===== src/rtl/sira_pkg.sv =====
// Shared types, constants and helpers for the signed integer to radix ASCII converter.
`default_nettype none

package sira_pkg;

   localparam int VALUE_BITS_DEFAULT = 32;
   localparam int RADIX_W            = 6;
   localparam int DIGIT_W            = 6;
   localparam int CHAR_W             = 8;
   localparam int BITS_PER_CYCLE     = 8;

   localparam logic [RADIX_W-1:0] RADIX_RESET = 6'd10;
   localparam logic [RADIX_W-1:0] RADIX_MIN   = 6'd2;
   localparam logic [RADIX_W-1:0] RADIX_MAX   = 6'd36;

   localparam logic [DIGIT_W-1:0] DIGIT_TEN   = 6'd10;
   localparam logic [DIGIT_W-1:0] DIGIT_LAST  = 6'd35;

   localparam logic [CHAR_W-1:0] CHAR_MINUS   = 8'h2D;
   localparam logic [CHAR_W-1:0] CHAR_ZERO    = 8'h30;
   localparam logic [CHAR_W-1:0] CHAR_UPPER_A = 8'h41;

   typedef enum logic [2:0] {
      ST_IDLE,
      ST_DIVIDE,
      ST_ZERO,
      ST_SIGN,
      ST_READ,
      ST_EMIT
   } state_type;

   // Divider status seen by the sequencer.
   typedef struct packed {
      logic               done;
      logic [DIGIT_W-1:0] remainder;
   } div_status_type;

   // Out-of-range radix codes clamp to the nearest legal base.
   function automatic logic [RADIX_W-1:0] effective_radix(input logic [RADIX_W-1:0] radix);
      logic [RADIX_W-1:0] result;
      if (radix < RADIX_MIN) begin
         result = RADIX_MIN;
      end else if (radix > RADIX_MAX) begin
         result = RADIX_MAX;
      end else begin
         result = radix;
      end
      return result;
   endfunction

   // Digit value to upper-case ASCII, codes past 'Z' read as 'Z'.
   function automatic logic [CHAR_W-1:0] digit_char(input logic [DIGIT_W-1:0] digit);
      logic [DIGIT_W-1:0] clamped;
      logic [CHAR_W-1:0]  result;
      clamped = (digit > DIGIT_LAST) ? DIGIT_LAST : digit;
      if (clamped < DIGIT_TEN) begin
         result = CHAR_ZERO + {2'b00, clamped};
      end else begin
         result = CHAR_UPPER_A + {2'b00, clamped - DIGIT_TEN};
      end
      return result;
   endfunction

endpackage

`default_nettype wire


===== src/rtl/signed_integer_to_radix_ascii.sv =====
// Top level: signed integer to ASCII text in a programmable radix.
//
// Usage:
//  - Request channel: a request is taken at a clock edge with start high and
//    busy low. busy stays high from the next cycle until the last character
//    of that request has been produced.
//  - Response channel: each character shows on rsp_character for exactly one
//    cycle with rsp_strobe high; rsp_final_char marks the last one. The
//    receiver cannot stall, so characters leave at once.
//  - CSR channel: csr_radix is taken when csr_valid and csr_ready are both
//    high; csr_ready is high whenever the block is not busy. Radix 0 or 1
//    acts as 2, radix above 36 acts as 36.
//  - Flow: each digit is produced by a restoring divide with 8 steps per
//    cycle and is then written to the digit store, least significant first.
//    A negative request adds a leading minus sign. A zero request skips
//    the divider and emits a single '0'. The first character appears after
//    the divide phase; the digits then leave one per cycle.
//  - Reset (synchronous, active high) idles the sequencer, clears the
//    strobe and loads radix 10. The digit store is not cleared.
`default_nettype none

module signed_integer_to_radix_ascii #(
   parameter int VALUE_BITS = sira_pkg::VALUE_BITS_DEFAULT
) (
   input  wire logic                                clock,
   input  wire logic                                reset,
   // request
   input  wire logic                                start,
   output logic                                     busy,
   input  wire logic signed [VALUE_BITS-1:0]        req_number,
   // response
   output logic                                     rsp_strobe,
   output logic             [sira_pkg::CHAR_W-1:0]  rsp_character,
   output logic                                     rsp_final_char,
   // CSR
   input  wire logic                                csr_valid,
   output logic                                     csr_ready,
   input  wire logic        [sira_pkg::RADIX_W-1:0] csr_radix
);
   import sira_pkg::*;

   localparam int CNT_W = $clog2(VALUE_BITS + 1);
   localparam int IDX_W = $clog2(VALUE_BITS);

   state_type state_ff, state_in;

   logic [RADIX_W-1:0] radix_ff, radix_in;
   logic [CNT_W-1:0]   count_ff, count_in;
   logic               negative_ff, negative_in;

   logic               rsp_strobe_ff, rsp_strobe_in;
   logic [CHAR_W-1:0]  rsp_character_ff, rsp_character_in;
   logic               rsp_final_ff, rsp_final_in;

   // request decode
   logic                  accept;
   logic                  in_negative;
   logic [VALUE_BITS-1:0] in_bits;
   logic [VALUE_BITS-1:0] in_magnitude;

   // divider hookup
   logic                  div_start;
   logic [VALUE_BITS-1:0] div_dividend;
   div_status_type        div_status;
   logic [VALUE_BITS-1:0] div_quotient;
   logic                  div_last;

   // digit store hookup
   logic                  st_wr_en;
   logic                  st_rd_en;
   logic [CNT_W-1:0]      rd_index;
   logic [DIGIT_W-1:0]    st_rd_data;

   assign accept       = start && !busy;
   assign in_bits      = req_number;
   assign in_negative  = in_bits[VALUE_BITS-1];
   // Two's complement negate; the most negative value maps to its unsigned magnitude.
   assign in_magnitude = in_negative ? (~in_bits + VALUE_BITS'(1)) : in_bits;

   // Last digit when the quotient runs out, or the store is full.
   assign div_last = (div_quotient == '0) || (count_ff == CNT_W'(VALUE_BITS - 1));

   assign busy      = (state_ff != ST_IDLE);
   assign csr_ready = !busy;

   // ---------------- next state ----------------
   always_comb begin
      state_in = state_ff;
      unique case (state_ff)
         ST_IDLE: begin
            if (accept) begin
               state_in = (in_magnitude == '0) ? ST_ZERO : ST_DIVIDE;
            end
         end
         ST_DIVIDE: begin
            if (div_status.done && div_last) begin
               state_in = negative_ff ? ST_SIGN : ST_READ;
            end
         end
         ST_ZERO: state_in = ST_IDLE;
         ST_SIGN: state_in = ST_READ;
         ST_READ: state_in = ST_EMIT;
         ST_EMIT: begin
            if (count_ff == CNT_W'(1)) begin
               state_in = ST_IDLE;
            end
         end
         default: state_in = ST_IDLE;
      endcase
   end

   // ---------------- datapath control and outputs ----------------
   always_comb begin
      radix_in         = radix_ff;
      count_in         = count_ff;
      negative_in      = negative_ff;
      div_start        = 1'b0;
      div_dividend     = div_quotient;
      st_wr_en         = 1'b0;
      st_rd_en         = 1'b0;
      rd_index         = count_ff - CNT_W'(1);
      rsp_strobe_in    = 1'b0;
      rsp_character_in = CHAR_ZERO;
      rsp_final_in     = 1'b0;

      if (csr_valid && csr_ready) begin
         radix_in = csr_radix;
      end

      unique case (state_ff)
         ST_IDLE: begin
            if (accept) begin
               negative_in  = in_negative;
               count_in     = '0;
               div_dividend = in_magnitude;
               div_start    = (in_magnitude != '0);
            end
         end
         ST_DIVIDE: begin
            if (div_status.done) begin
               st_wr_en  = 1'b1;
               count_in  = count_ff + CNT_W'(1);
               div_start = !div_last;
            end
         end
         ST_ZERO: begin
            rsp_strobe_in    = 1'b1;
            rsp_character_in = CHAR_ZERO;
            rsp_final_in     = 1'b1;
         end
         ST_SIGN: begin
            rsp_strobe_in    = 1'b1;
            rsp_character_in = CHAR_MINUS;
         end
         ST_READ: begin
            // prime the read of the most significant digit
            st_rd_en = 1'b1;
         end
         ST_EMIT: begin
            rsp_strobe_in    = 1'b1;
            rsp_character_in = digit_char(st_rd_data);
            rsp_final_in     = (count_ff == CNT_W'(1));
            count_in         = count_ff - CNT_W'(1);
            // fetch the next digit while this one goes out
            rd_index         = count_ff - CNT_W'(2);
            st_rd_en         = (count_ff != CNT_W'(1));
         end
         default: ;
      endcase
   end

   always_ff @(posedge clock) begin
      if (reset) begin
         state_ff      <= ST_IDLE;
         radix_ff      <= RADIX_RESET;
         count_ff      <= '0;
         rsp_strobe_ff <= 1'b0;
      end else begin
         state_ff      <= state_in;
         radix_ff      <= radix_in;
         count_ff      <= count_in;
         rsp_strobe_ff <= rsp_strobe_in;
      end
   end

   always_ff @(posedge clock) begin
      negative_ff      <= negative_in;
      rsp_character_ff <= rsp_character_in;
      rsp_final_ff     <= rsp_final_in;
   end

   assign rsp_strobe     = rsp_strobe_ff;
   assign rsp_character  = rsp_character_ff;
   assign rsp_final_char = rsp_final_ff;

   sira_divider #(
      .VALUE_BITS (VALUE_BITS)
   ) u_divider (
      .clock    (clock),
      .reset    (reset),
      .start    (div_start),
      .dividend (div_dividend),
      .divisor  (effective_radix(radix_ff)),
      .status   (div_status),
      .quotient (div_quotient)
   );

   sira_digit_store #(
      .VALUE_BITS (VALUE_BITS)
   ) u_digit_store (
      .clock   (clock),
      .wr_en   (st_wr_en),
      .wr_addr (count_ff[IDX_W-1:0]),
      .wr_data (div_status.remainder),
      .rd_en   (st_rd_en),
      .rd_addr (rd_index[IDX_W-1:0]),
      .rd_data (st_rd_data)
   );

endmodule

`default_nettype wire


===== src/rtl/sira_divider.sv =====
// Iterative restoring divider: value by radix, several quotient bits per cycle.
`default_nettype none

module sira_divider #(
   parameter int VALUE_BITS = sira_pkg::VALUE_BITS_DEFAULT
) (
   input  wire logic                         clock,
   input  wire logic                         reset,
   input  wire logic                         start,
   input  wire logic [VALUE_BITS-1:0]        dividend,
   input  wire logic [sira_pkg::RADIX_W-1:0] divisor,
   output sira_pkg::div_status_type          status,
   output logic      [VALUE_BITS-1:0]        quotient
);
   import sira_pkg::*;

   localparam int STEPS  = (VALUE_BITS + BITS_PER_CYCLE - 1) / BITS_PER_CYCLE;
   localparam int PAD    = STEPS * BITS_PER_CYCLE;
   localparam int STEP_W = $clog2(STEPS + 1);

   logic [PAD-1:0]     work_ff, work_in;
   logic [DIGIT_W-1:0] rem_ff, rem_in;
   logic [RADIX_W-1:0] divisor_ff, divisor_in;
   logic [STEP_W-1:0]  step_ff, step_in;
   logic               active_ff, active_in;
   logic               done_ff, done_in;

   logic [PAD-1:0]     iter_work;
   logic [DIGIT_W-1:0] iter_rem;

   // One register pass retires BITS_PER_CYCLE quotient bits.
   always_comb begin
      logic [DIGIT_W:0] trial;
      iter_work = work_ff;
      iter_rem  = rem_ff;
      for (int i = 0; i < BITS_PER_CYCLE; i++) begin
         trial     = {iter_rem, iter_work[PAD-1]};
         iter_work = {iter_work[PAD-2:0], 1'b0};
         if (trial >= {1'b0, divisor_ff}) begin
            iter_rem     = DIGIT_W'(trial - {1'b0, divisor_ff});
            iter_work[0] = 1'b1;
         end else begin
            iter_rem = trial[DIGIT_W-1:0];
         end
      end
   end

   always_comb begin
      work_in    = work_ff;
      rem_in     = rem_ff;
      divisor_in = divisor_ff;
      step_in    = step_ff;
      active_in  = active_ff;
      done_in    = 1'b0;
      if (start) begin
         work_in    = PAD'(dividend);
         rem_in     = '0;
         divisor_in = divisor;
         step_in    = STEP_W'(STEPS);
         active_in  = 1'b1;
      end else if (active_ff) begin
         work_in = iter_work;
         rem_in  = iter_rem;
         step_in = step_ff - STEP_W'(1);
         if (step_ff == STEP_W'(1)) begin
            active_in = 1'b0;
            done_in   = 1'b1;
         end
      end
   end

   always_ff @(posedge clock) begin
      if (reset) begin
         active_ff <= 1'b0;
         done_ff   <= 1'b0;
         step_ff   <= '0;
      end else begin
         active_ff <= active_in;
         done_ff   <= done_in;
         step_ff   <= step_in;
      end
   end

   always_ff @(posedge clock) begin
      work_ff    <= work_in;
      rem_ff     <= rem_in;
      divisor_ff <= divisor_in;
   end

   assign status.done      = done_ff;
   assign status.remainder = rem_ff;
   assign quotient         = work_ff[VALUE_BITS-1:0];

endmodule

`default_nettype wire


===== src/rtl/sira_digit_store.sv =====
// Digit store: one write port, one registered read port.
`default_nettype none

module sira_digit_store #(
   parameter int VALUE_BITS = sira_pkg::VALUE_BITS_DEFAULT
) (
   input  wire logic                            clock,
   input  wire logic                            wr_en,
   input  wire logic [$clog2(VALUE_BITS)-1:0]   wr_addr,
   input  wire logic [sira_pkg::DIGIT_W-1:0]    wr_data,
   input  wire logic                            rd_en,
   input  wire logic [$clog2(VALUE_BITS)-1:0]   rd_addr,
   output logic      [sira_pkg::DIGIT_W-1:0]    rd_data
);
   import sira_pkg::*;

   logic [DIGIT_W-1:0] mem_ff [VALUE_BITS];

   always_ff @(posedge clock) begin
      if (wr_en) begin
         mem_ff[wr_addr] <= wr_data;
      end
   end

   always_ff @(posedge clock) begin
      if (rd_en) begin
         rd_data <= mem_ff[rd_addr];
      end
   end

endmodule

`default_nettype wire


===== config.mk =====
export PLATFORM = sky130hd
export DESIGN_NAME = signed_integer_to_radix_ascii
export DESIGN_NICKNAME = d
export VERILOG_FILES = /design/src/rtl/sira_pkg.sv /design/src/rtl/signed_integer_to_radix_ascii.sv /design/src/rtl/sira_divider.sv /design/src/rtl/sira_digit_store.sv
export SDC_FILE = /design/constraint.sdc
export NUM_CORES = 1
export LEC_CHECK = 0
export ABC_AREA = 1
export CAP_MARGIN = 20
export CORE_ASPECT_RATIO = 0.7
export CORE_MARGIN = 3
export CORE_UTILIZATION = 41
export CTS_BUF_LIST = sky130_fd_sc_hd__clkbuf_4 sky130_fd_sc_hd__clkbuf_8 sky130_fd_sc_hd__clkbuf_16
export CTS_CLUSTER_DIAMETER = 100
export DETAILED_ROUTE_END_ITERATION = 10
export DONT_BUFFER_PORTS = 1
export PLACE_DENSITY_LB_ADDON = 0.05
export SETUP_SLACK_MARGIN = 0.02
export SLEW_MARGIN = 10
export SYNTH_ARGS = -nofsm -noshare
export SYNTH_HDL_FRONTEND = slang
export SYNTH_HIERARCHICAL = 1
export SYNTH_SLANG_ARGS = --single-unit
export TNS_END_PERCENT = 100

===== constraint.sdc =====
create_clock -name clock -period 13.3 [get_ports clock]
set_input_delay 1.995 -clock clock [delete_from_list [all_inputs] [get_ports clock]]
set_output_delay 1.995 -clock clock [all_outputs]
set_load 0.05 [all_outputs]

Word-level counts from Yosys, hierarchy flattened --
Memories as Yosys holds them, arrays and structs flattened. A register that Yosys moved wholly into a read port is not among the register bits. Index checks and enable logic that the tools add are counted.
Cells by class: $lt $le $gt $ge 12, add/sub/neg operators 16, reduce and logical (&&, ||, !) cells 21, mux-type cells 51, multiply operators 0, bitwise logic cells 2, equality and inequality tests 15, div/mod/pow operators 0, shifts and indexed selects 0
Operators by type and width (count):
- 32-bit two-way mux | 5
- 6-bit two-way mux | 12
- 32-bit logical NOT | 2
- 7-bit by 6-bit greater-or-equal comparator with 1-bit output | 8
- 6-bit subtractor | 8
- 32-bit by 1-bit adder with 32-bit output, second input constant | 1
- 32-bit NOT | 1
- 32-bit nonzero test | 1
- 1-bit two-way mux | 19
- 3-bit two-way mux | 6
- 6-bit one-hot mux with 3 select lines | 1
- 8-bit one-hot mux with 2 select lines | 1
- 3-bit one-hot mux with 5 select lines | 1
- 6-bit > comparator, second input constant | 2
- 3-bit AND reduction | 3
- 7-bit by 6-bit adder with 8-bit output, first input constant | 1
- 8-bit two-way mux | 1
- 2-bit inequality test, second input constant | 4
- 6-bit by 6-bit adder with 7-bit output, first input constant | 1
- 6-bit by 1-bit adder with 6-bit output, second input constant | 1
- 3-bit by 1-bit == test with 1-bit output, second input constant | 2
- 3-bit by 2-bit == test with 1-bit output, second input constant | 2
- 3-bit == test, second input constant | 2
- 6-bit by 1-bit == test with 1-bit output, second input constant | 1
- 22 further kinds | 31
Storage, ports and cells: latch bits 0, bits of input ports 42, memory bits (writable) 192, memories 1, ROM bits 0, word-level logic and storage cells 133, bits in registers 75
Memory list:
- u_digit_store.mem_ff | words 32, width 6, rd ports 1, clocked after memory_dff 1, wr ports 1, line sira_digit_store.sv:17 | logic [DIGIT_W-1:0] mem_ff [VALUE_BITS];

Logic depth before layout (Yosys ltp) --
Gate-level depths: netlist of run 1.
word-level depth 18, gate-level depth with buffers 89, mapped depth without buffers 89

Modules after synthesis --
Netlist of run 1, hierarchy kept.
By module, submodules not included:
- sira_digit_store | area an instance 8137.8 µm², cells an instance 704, times used 1
- sira_divider | area an instance 4834.6 µm², cells an instance 647, times used 1
- signed_integer_to_radix_ascii | area an instance 3225.6 µm², cells an instance 602, times used 1

Worst setup path before layout of run 1 --
OpenSTA, ideal clock, no wires.
path type reg-to-reg, start reg u_divider.divisor_ff[1], end reg u_divider.work_ff[0], in the netlist u_divider/quotient[0] (data pin), setup slack 1.201 ns, data arrival time 11.827 ns, buffers on the path 0, period minus slack after synthesis 12.099 ns, cell stages (with the launch flop) 82, cell sequence edfxtp_1 -> inv_1 -> ha_1 -> nand3_1 -> nand2_1 -> nand2_2 -> nand3_4 -> nand2_1 -> nand2_1 -> ha_1 -> nand2_1 -> nor2_1 -> a31oi_1 -> inv_1 -> nor2_8 -> nand3_2 -> nand2_1 -> nand2_1 -> [46 not listed] -> a31oi_1 -> o31ai_1 -> a21oi_1 -> inv_1 -> nor2_2 -> nand3_1 -> nand2_1 -> inv_1 -> ha_1 -> inv_1 -> o21bai_1 -> a21oi_1 -> nor2_1 -> nor2_1 -> o21a_1 -> inv_1 -> nor2_4 -> a31oi_1
On the way: cells in the longest elaborated chain, start to end 18
Ends and longest elaborated chain:
- start, declared | line sira_divider.sv:23 | logic [RADIX_W-1:0] divisor_ff, divisor_in;
- start signal, assigned | line sira_divider.sv:87 | divisor_ff <= divisor_in;
- 6-bit subtractor or 7-bit by 6-bit greater-or-equal comparator with 1-bit output (tied branches) | line sira_divider.sv:40, sira_divider.sv:39
- 6-bit two-way mux | line sira_divider.sv:39 | if (trial >= {1'b0, divisor_ff}) begin
- 6-bit subtractor or 7-bit by 6-bit greater-or-equal comparator with 1-bit output (tied branches) | line sira_divider.sv:40, sira_divider.sv:39
- 6-bit two-way mux | line sira_divider.sv:39
- 6-bit subtractor or 7-bit by 6-bit greater-or-equal comparator with 1-bit output (tied branches) | line sira_divider.sv:40, sira_divider.sv:39
- 6-bit two-way mux | line sira_divider.sv:39
- 6-bit subtractor or 7-bit by 6-bit greater-or-equal comparator with 1-bit output (tied branches) | line sira_divider.sv:40, sira_divider.sv:39
- 6-bit two-way mux | line sira_divider.sv:39
- [3 not listed]
- 6-bit two-way mux | line sira_divider.sv:39
- 6-bit subtractor or 7-bit by 6-bit greater-or-equal comparator with 1-bit output (tied branches) | line sira_divider.sv:40, sira_divider.sv:39
- 6-bit two-way mux | line sira_divider.sv:39
- 7-bit by 6-bit greater-or-equal comparator with 1-bit output (*) | line sira_divider.sv:39
- 1-bit two-way mux (*) | line sira_divider.sv:39
- 32-bit two-way mux (*) | line sira_divider.sv:61 | end else if (active_ff) begin
- 32-bit two-way mux (*) | line sira_divider.sv:55 | if (start) begin
- via u_divider.work_in[0] | line sira_divider.sv:21 | logic [PAD-1:0] work_ff, work_in;
- end signal, assigned | line sira_divider.sv:85 | work_ff <= work_in;
- end, declared | line sira_divider.sv:21
The timed path passes the listed nets; every way through them passes the cells marked *. The select of a mux whose other input is x is not followed. A chain may end at the register's enable or synchronous reset.

Worst setup path in the final report of run 1 --
start reg u_divider.divisor_ff[3], end reg u_divider.work_ff[0], in the netlist u_divider/quotient[0] (data pin)
On the way: cells in the longest elaborated chain, start to end 18
Ends and longest elaborated chain (line):
- 6-bit subtractor or 7-bit by 6-bit greater-or-equal comparator with 1-bit output (tied branches) | sira_divider.sv:40, sira_divider.sv:39
- 6-bit two-way mux | sira_divider.sv:39
- 6-bit subtractor or 7-bit by 6-bit greater-or-equal comparator with 1-bit output (tied branches) | sira_divider.sv:40, sira_divider.sv:39
- 6-bit two-way mux | sira_divider.sv:39
- 6-bit subtractor or 7-bit by 6-bit greater-or-equal comparator with 1-bit output (tied branches) | sira_divider.sv:40, sira_divider.sv:39
- 6-bit two-way mux | sira_divider.sv:39
- 7-bit by 6-bit greater-or-equal comparator with 1-bit output or 6-bit subtractor (tied branches) | sira_divider.sv:39, sira_divider.sv:40
- 6-bit two-way mux | sira_divider.sv:39
- [3 not listed]
- 6-bit two-way mux | sira_divider.sv:39
- 6-bit subtractor or 7-bit by 6-bit greater-or-equal comparator with 1-bit output (tied branches) | sira_divider.sv:40, sira_divider.sv:39
- 6-bit two-way mux | sira_divider.sv:39
- 7-bit by 6-bit greater-or-equal comparator with 1-bit output (*) | sira_divider.sv:39
- 1-bit two-way mux (*) | sira_divider.sv:39
- 32-bit two-way mux (*) | sira_divider.sv:61
- 32-bit two-way mux (*) | sira_divider.sv:55
- via u_divider.work_in[0] | sira_divider.sv:21
Marked as above.

==> metrics.yaml, run 1 <==
setup_path:
  cp.arrival_ps: 12510
  cp-end-kind: "register"
  cpPeakStageDelay_ps: 400
  r2r_slack_ps: 1080
  endpoint: "u_divider/quotient[0]$_DFFE_PP_"
  criticalPathCategory: "register to register"
  path_common_cell: "nand2_1"
  start_kind: "register"
  critical_path_required_ps: 13590
  timing.rr.end: "u_divider/quotient[0]$_DFFE_PP_"
  rr_startpoint: "u_divider/divisor_ff[3]$_DFFE_PP_"
  critPathLaunch: "u_divider/divisor_ff[3]$_DFFE_PP_"
  cp_max_fo: 9
  crit_slowest_cell: "ha_1"
  reg2regPathDepth: 80
detailed_routing:
  dr_wl_met3_um: 3487
  drc: 0
  wl_per_cell_um: 18.60
  drt_first_pass_iters: 5
  avgViaCountPerCell: 5.273
  wl_met2_um: 17660
  ant_nets: 0
  wl_met1_um: 24920
  routed.top_layer: "met4"
  initialDrtViolationCount: 1155
  wirelength_um: 46600
  vias: 13210
final_layout:
  drive_above_1_share_pct: 8.696
  final_common_cell: "nand2_1"
  mostFrequentLayoutCells: "nand2_1 (711), edfxtp_1 (237), nand3_1 (231), inv_1 (152), nor2_1 (145)"
  nNetsFinal: 2068
  antenna_cells: 0
  area_delta_synth_final_pct: 10.11
yosys:
  synth-seq-cells: 273
  yosys_most_used_dff: "edfxtp_1"
  yosysUniqueCellTypes: 57
  ys_warn_count: 6
  synth_edf_count: 237
  ys_seq_area_share_pct: 48.39
  syn_area_sq_mm: 0.01620
  syn_inst: 1953
  async_flop_share_pct: 0
  synth.avg_cell_area_sq_um: 8.294
  syn-num-nets: 2063
clock_tree:
  cts_tree: "done"
  numCtsBuffers: 29
  clk_pin_slew_ps: 60
  root_buffer: "clkbuf_16"
  insertion_delay_ps: 560
  htree_levels: 1
  hold_buffers: 0
  cts_max_path_buffers: 3
  cts_num_sinks: 273
die:
  rows: 60
  io_pins: 54
  fp.coreArea_sq_mm: 0.03866
  start_util_pct: 41.90
  die-area_sq_mm: 0.04197
  fp.dieW_um: 243.6
  die_h_um: 172.3
global_route:
  grt_pass1_vias: 12090
  grt_pass1_wl_um: 71780
  grt-ovfl-total: 0
  track_usage_pct: 21.98
  grt_max_degree: 97
  antenna_found_initial: 0
placed_design:
  post-place-ws_ps: 90.47
  port_buffers: 0
  dp_hpwl_um: 32180
  place_congestion: 0.9124
run:
  maxCapViolCount: 0
timing:
  timing.fmax_ghz: 0.08184
  hold_violations: 0
  rsz0062_at_grt: "false"
  setup_viol: 0
  layout_min_cycle_time_ps: 12220
  clock-skew-final_ps: 15.11
  period_share_pct: 91.87
  fin_ws_ps: 1081
  worst_slew_pin_slew_ps: 1062
  timing.hold.ws_ps: 488.3
  slew_viol_final: 0
  slew-limit-headroom_pct: 29.17
  tns_ps: 0
run_status:
  run_status: "complete, no violations"
hold_path:
  hp-class: "register to register"
[worst min path at each step]
stage | startpoint | end | slack [ps] | depth (start not counted)
5_1_grt | radix_ff[4]$_SDFFE_PP0P_ | radix_ff[4]$_SDFFE_PP0P_ | 530 | 2
3_3_place_gp | u_divider/step_ff[1]$_SDFFE_PP0P_ | u_divider/step_ff[1]$_SDFFE_PP0P_ | 470 | 2
3_5_place_dp | u_divider/step_ff[1]$_SDFFE_PP0P_ | u_divider/step_ff[1]$_SDFFE_PP0P_ | 480 | 2
4_1_cts | u_divider/step_ff[1]$_SDFFE_PP0P_ | u_divider/step_ff[1]$_SDFFE_PP0P_ | 490 | 2
6_report | u_divider/step_ff[1]$_SDFFE_PP0P_ | u_divider/step_ff[1]$_SDFFE_PP0P_ | 490 | 2
2_1_floorplan | radix_ff[0]$_SDFFE_PP0P_ | radix_ff[0]$_SDFFE_PP0P_ | 440 | 2
[per-layer routing]
| metal | global-route usage, % | vias up |
|---|---|---|
| met5 | 0 | - |
| met2 | 29.36 | 360 |
| met1 | 36.19 | 6282 |
| li1 | - | 6524 |
| met3 | 4.650 | 42 |
| met4 | 3.173 | 0 |
[synth_stat cells (9+ instances only)]
master / instances / area share [%]
xnor2_1: 14 / 0.76
a21oi_1: 47 / 1.5
nand2_2: 15 / 0.58
inv_1: 155 / 3.6
xor2_1: 28 / 1.5
dfxtp_1: 36 / 4.4
nand3_1: 231 / 7.1
a31oi_1: 14 / 0.54
o21ai_0: 49 / 1.5
edfxtp_1: 237 / 44
buf_2: 24 / 0.74
inv_2: 9 / 0.21
nor2_1: 147 / 3.4
nor2_2: 13 / 0.50
nand4_1: 30 / 1.2
nand2_1: 711 / 16
ha_1: 60 / 4.6
clkbuf_1: 20 / 0.46
[layout make-up]
cell class,count,area [sq um]
clock buffers,35,770.7
well taps,527,659.4
inverters,166,625.6
repair buffers,34,271.5
fillers,3823,20830
clock inverters,16,163.9
multi-input cells,1454,7506
flip-flops and latches,273,7839
[state kept, by name, summed over array words and instances (netlist names)]
signal	flops
negative_ff	1
u_digit_store/rd_data	6
state_ff	3
rsp_character	8
u_digit_store/mem_ff	192
count_ff	6
radix_ff	6
u_divider/divisor_ff	6
rsp_final_char	1
u_divider/step_ff	3
u_divider/done_ff	1
rsp_strobe	1
u_divider/rem_ff	6
u_divider/active_ff	1
u_divider/quotient	32
[through the flow]
stage / util [%] / instance area (sq um) / std cells
global route: 46.13 / 17840 / 2505
finish: 46.13 / 17840 / 2505
floorplan: - / 16200 / 1953
CTS: 45.75 / 17690 / 2498
detailed placement: 43.33 / 16750 / 2447
global placement: 43.33 / 16750 / 2447
[cell families after synthesis]
kind of cell / after synthesis / synth area share [%]
adder cells (fa/ha/maj): 68 / 5.623
AO/OA/AOI/OAI: 143 / 5.160
flip-flops: 273 / 48.39
XOR/XNOR: 42 / 2.271
AND/OR/NAND/NOR: 1199 / 32.55
multiplexers: 1 / 0.06180
buffers and inverters: 226 / 5.925
other: 1 / 0.02315
[worst max-delay path: cells and delay by family (launching register included)]
kind | cells | cell delay [ps]
compound gates | 24 | 3950
fa+ha+maj | 8 | 2660
buf+inv | 12 | 940
flops | 1 | 320
simple gates | 36 | 4040
[what timing repair did]
| action | 4_1_cts | 5_1_grt |
|---|---|---|
| gates resized for setup | 0 | 27 |
| buffers inserted | 0 | 7 |
| setup endpoints to repair | 0 | 7 |
Power of run 1 is not shown: default switching activity piles up to over one toggle a cycle in this logic, so the estimate is an artifact.
==> run 2: changes to the inputs <==
==> constraint.sdc (replaced) <==
create_clock -name clock -period 10.4 [get_ports clock]
set_input_delay 1.56 -clock clock [delete_from_list [all_inputs] [get_ports clock]]
set_output_delay 1.56 -clock clock [all_outputs]
set_load 0.05 [all_outputs]
==> metrics.yaml, run 2 (synthesized netlist as in run 1, its figures left out) <==
run_status:
  violations: "negative setup slack"
  run_status: "finished, violations left"
placed_design:
  place_area_sq_mm: 0.01784  # +6.5%
  dp_hpwl_um: 34700  # +7.8%
  place_congestion: 0.8989  # -1.5%
  port_buffers: 0  # unchanged
clock_tree:
  root_buffer: "clkbuf_16"
  clk_pin_slew_ps: 70  # about the same
  numCtsBuffers: 27  # -6.9%
  cts_tree: "done"
  cts_max_path_buffers: 3  # unchanged
  hold_buffers: 0  # unchanged
  cts_num_sinks: 273  # unchanged
  htree_levels: 1  # unchanged
  insertion_delay_ps: 570  # about the same
detailed_routing:
  wirelength_um: 49810  # +6.9%
  wl_per_cell_um: 18.85  # +1.3%
  ant_nets: 0  # unchanged
  initialDrtViolationCount: 1288  # +12%
  avgViaCountPerCell: 5.240  # -0.62%
  drc: 0  # unchanged
  vias: 13840  # +4.8%
  drt_first_pass_iters: 5  # unchanged
timing:
  period_share_pct: 102.1  # +10 points
  slew_viol_final: 0  # unchanged
  slew-limit-headroom_pct: 30.82  # +1.6 points
  tns_ps: -1154  # -1154 ps
  timing.fmax_ghz: 0.09415  # +15%
  timing.hold.ws_ps: 488.9  # +0.6340 ps
  fin_ws_ps: -221.2  # -1303 ps
  layout_min_cycle_time_ps: 10620  # -1597 ps
  clock-skew-final_ps: 27.53  # +12.41 ps
  hold_violations: 0  # unchanged
  worst_slew_pin_slew_ps: 1038  # -24.68 ps
  setup_viol: 7  # +7
  rsz0062_at_grt: "true"
global_route:
  grt-ovfl-total: 0  # unchanged
  antenna_found_initial: 0  # unchanged
  track_usage_pct: 23.28  # +1.3 points
  grt_pass1_vias: 12660  # +4.7%
  grt_max_degree: 82  # -15%
  grt_pass1_wl_um: 75900  # +5.7%
setup_path:
  cp.arrival_ps: 10900  # -1610 ps
  start_kind: "register"
  cpPeakStageDelay_ps: 380  # -20 ps
  critical_path_required_ps: 10670  # -2920 ps
  crit_slowest_cell: "edfxtp_1"
  criticalPathCategory: "register to register"
  path_common_cell: "a21oi_2"
  cp_max_fo: 7  # -2
  cp-end-kind: "register"
  r2r_slack_ps: -220  # -1300 ps
final_layout:
  multiInputGateArea_sq_mm: 0.008199  # +9.2%
  fill_cells: 3648  # -4.6%
  stdcell_area_sq_mm: 0.01958  # +9.8%
  nNetsFinal: 2204  # +6.6%
  area_delta_synth_final_pct: 20.89
  top_register: "u_digit_store/mem_ff"
  area.sequential_sq_mm: 0.007844  # about the same
  drive_above_1_share_pct: 20.57  # +12 points
  final_common_cell: "nand2_1"
  mostFrequentLayoutCells: "nand2_1 (666), edfxtp_1 (237), nand3_1 (219), buf_4 (168), nor2_1 (145)"
  antenna_cells: 0  # unchanged
  final_core_util_pct: 50.65  # +4.5 points
  largest_reg_flops: 192  # unchanged
die:
  start_util_pct: 41.90  # unchanged
  die-area_sq_mm: 0.04197  # unchanged
  fp.dieW_um: 243.6  # unchanged
  die_h_um: 172.3  # unchanged
  io_pins: 54  # unchanged
  fp.coreArea_sq_mm: 0.03866  # unchanged
  rows: 60  # unchanged
run:
  maxCapViolCount: 0  # unchanged
hold_path:
  hp-class: "register to register"
-- run 2: cell count changes in the layout (fill, tap and decap cells not counted), sizes merged --
cell and delta:
buf +138, clkinv -4, inv +6, bufinv -1, clkinvlp +2, clkbuf -4
-- run 2: worst paths after layout --
check,end,depth (start not counted),startpoint
worst max-delay path,u_divider/quotient[0]$_DFFE_PP_,78,u_divider/divisor_ff[4]$_DFFE_PP_
worst min register to register,u_divider/step_ff[1]$_SDFFE_PP0P_,2,u_divider/step_ff[1]$_SDFFE_PP0P_
worst max register to register,u_divider/quotient[0]$_DFFE_PP_,78,u_divider/divisor_ff[4]$_DFFE_PP_
worst min-delay path,u_divider/step_ff[1]$_SDFFE_PP0P_,2,u_divider/step_ff[1]$_SDFFE_PP0P_
-- run 2: timing repair --
| action | in CTS | in global routing |
|---|---|---|
| resized for setup | 31 | 59 |
| setup endpoints to repair | 7 | 8 |
| pin swaps | 29 | 67 |
| setup buffers | 28 | 18 |
-- run 2: layer usage --
metal / up-vias / GRT usage, % / routed length, um
met1: 6594 / 39.30 / 26850
met4: 0 / 3.354 / 633
met2: 406 / 31.08 / 19010
met5: - / 0 / 0
li1: 6793 / - / -
met3: 51 / 3.488 / 3313
-- run 2: area by class of cell --
| class | instances | area share, % |
|---|---|---|
| Multi-Input combinational cell | 1454 | 41.87 |
| Clock inverter | 19 | 0.8434 |
| Timing Repair Buffer | 172 | 6.671 |
| Inverter | 166 | 3.227 |
| Clock buffer | 31 | 3.962 |
| Sequential cell | 273 | 40.06 |
| Tap cell | 527 | 3.367 |
-- run 2: through the flow --
step / cells / worst slack, ps
4_1_cts: 2624 / 26.21
5_1_grt: 2642 / -920.2
3_5_place_dp: 2546 / -505.2
2_1_floorplan: 1953 / -298.4
6_report: 2642 / -221.2
3_3_place_gp: 2546 / -216.5
-- run 2: worst max-delay path, delay by kind of cell, from the launching register on --
kind            cells  cell delay (ps)
buf+inv            11              860
simple gates       30             3130
flops               1              380
compound gates     29             4260
fa+ha+maj           8             1710
Power of run 2 is left out for the same reason.
==> run 3: changes to the inputs <==
--- a/config.mk
+++ b/config.mk
@@ -8,8 +8,7 @@
 export ABC_AREA = 1
 export CAP_MARGIN = 20
 export CORE_ASPECT_RATIO = 0.7
-export CORE_MARGIN = 3
-export CORE_UTILIZATION = 41
+export CORE_UTILIZATION = 52
 export CTS_BUF_LIST = sky130_fd_sc_hd__clkbuf_4 sky130_fd_sc_hd__clkbuf_8 sky130_fd_sc_hd__clkbuf_16
 export CTS_CLUSTER_DIAMETER = 100
 export DETAILED_ROUTE_END_ITERATION = 10
==> metrics.yaml, run 3 (synthesized netlist as in run 1, its figures left out) <==
setup_path:
  crit_slowest_cell: "edfxtp_1"
  path_common_cell: "nand2_2"
  critical_path_required_ps: 10830  # +160 ps
  cp_max_fo: 8  # +1
  cp.arrival_ps: 11120  # +220 ps
  cp-end-kind: "register"
  start_kind: "register"
  criticalPathCategory: "register to register"
  cpPeakStageDelay_ps: 380  # about the same
final_layout:
  drive_above_1_share_pct: 21.22  # +0.66 points
  final_common_cell: "nand2_1"
  final_core_util_pct: 64.62  # +14 points
  fill_cells: 2567  # -30%
  mostFrequentLayoutCells: "nand2_1 (665), edfxtp_1 (237), nand3_1 (219), buf_4 (190), nor2_1 (145)"
  top_register: "u_digit_store/mem_ff"
  largest_reg_flops: 192  # unchanged
  stdcell_area_sq_mm: 0.01958  # about the same
  area_delta_synth_final_pct: 20.89  # about the same
  nNetsFinal: 2228  # +1.1%
run_status:
  violations: "negative setup slack"
  run_status: "finished, violations left"
clock_tree:
  cts_tree: "done"
  htree_levels: 1  # unchanged
  cts_max_path_buffers: 3  # unchanged
  numCtsBuffers: 28  # +3.7%
  hold_buffers: 0  # unchanged
  cts_num_sinks: 273  # unchanged
  root_buffer: "clkbuf_16"
  insertion_delay_ps: 570  # about the same
  clk_pin_slew_ps: 60  # about the same
timing:
  timing.hold.ws_ps: 481.9  # -7.012 ps
  slew_viol_final: 0  # unchanged
  timing.fmax_ghz: 0.09361  # -0.57%
  setup_viol: 7  # unchanged
  fin_ws_ps: -282.5  # -61.28 ps
  layout_min_cycle_time_ps: 10680  # +61.28 ps
  tns_ps: -1549  # -394.6 ps
  slew-limit-headroom_pct: 29.34  # -1.5 points
  period_share_pct: 102.7  # +0.59 points
  rsz0062_at_grt: "true"
  worst_slew_pin_slew_ps: 1060  # +22.19 ps
  clock-skew-final_ps: 38.69  # +11.16 ps
  hold_violations: 0  # unchanged
hold_path:
  hp-class: "register to register"
global_route:
  grt_pass1_wl_um: 74090  # -2.4%
  grt_pass1_vias: 12920  # +2.1%
  grt-ovfl-total: 0  # unchanged
  antenna_found_initial: 1  # +1
  grt_max_degree: 97  # +18%
  track_usage_pct: 30.62  # +7.3 points
detailed_routing:
  avgViaCountPerCell: 5.564  # +6.2%
  wl_per_cell_um: 18.97  # +0.64%
  drt_first_pass_iters: 6  # +1
  ant_nets: 0  # unchanged
  drc: 0  # unchanged
  wirelength_um: 48420  # -2.8%
  vias: 14200  # +2.6%
  initialDrtViolationCount: 1692  # +31%
placed_design:
  dp_hpwl_um: 33850  # -2.5%
  place_congestion: 0.9703  # +7.9%
  port_buffers: 0  # unchanged
  place_area_sq_mm: 0.01779  # -0.29%
die:
  die_h_um: 149.7  # -13%
  io_pins: 54  # unchanged
  start_util_pct: 53.45  # +12 points
  rows: 53  # -12%
  fp.coreArea_sq_mm: 0.03031  # -22%
  fp.dieW_um: 213.0  # -13%
  die-area_sq_mm: 0.03187  # -24%
run:
  maxCapViolCount: 0  # unchanged
-- run 3: cell count changes in the layout (fill, tap and decap cells not counted), sizes merged --
cell    before  now
buf        172  195
inv        171  166
clkbuf      31   34
bufinv       2    4
clkinv       9   10
diode        0    1
-- run 3: cell type report --
class / count / area (sq um) / share of cell area (%)
Antenna cell: 1 / 2.502 / 0.01278
Clock inverter: 17 / 210.2 / 1.073
Multi-Input combinational cell: 1454 / 8102 / 41.37
Tap cell: 412 / 515.5 / 2.632
Inverter: 166 / 631.9 / 3.227
Sequential cell: 273 / 7844 / 40.05
Timing Repair Buffer: 195 / 1500 / 7.661
Clock buffer: 34 / 777.0 / 3.968
-- run 3: final timing paths --
kind	from	to	cells after the start	slack [ps]
setup / recovery	u_divider/divisor_ff[2]$_DFFE_PP_	u_divider/rem_ff[3]$_SDFFE_PP0P_	85	-280
hold / removal	radix_ff[0]$_SDFFE_PP0P_	radix_ff[0]$_SDFFE_PP0P_	2	480
hold reg to reg	radix_ff[0]$_SDFFE_PP0P_	radix_ff[0]$_SDFFE_PP0P_	2	480
setup reg to reg	u_divider/divisor_ff[2]$_DFFE_PP_	u_divider/rem_ff[3]$_SDFFE_PP0P_	85	-280
-- run 3: routing by layer --
metal  up-vias  GRT usage [%]  part of all wire (%)
met5         -              0                     0
met4         0          4.532                   1.2
met3        45          7.030                    11
met2       629          40.33                    39
met1      6678          50.56                    49
li1       6847              -                     -
-- run 3: what timing repair did --
item                       4_1_cts  5_1_grt
pin swaps                       63       31
buffers inserted                53        7
resized for setup               60       22
setup endpoints to repair        7        8
-- run 3: metrics by stage --
| step | std cells | setup WS (ps) |
|---|---|---|
| finish | 2552 | -282.5 |
| global route | 2551 | -897.7 |
| CTS | 2544 | -17.89 |
| detailed placement | 2440 | -403.5 |
| global placement | 2440 | -82.72 |
| floorplan | 1953 | -298.4 |
-- run 3: critical path, delay by kind of cell (launching register included) --
| kind | cells | cell delay [ps] |
|---|---|---|
| AOI/OAI and AO/OA | 25 | 3470 |
| DFF | 1 | 380 |
| adders and majority gates | 8 | 1770 |
| buffers and inverters | 18 | 1870 |
| and+or+nand+nor | 33 | 2890 |
| xor gates and xnor gates | 1 | 190 |
Power of run 3 is left out for the same reason.
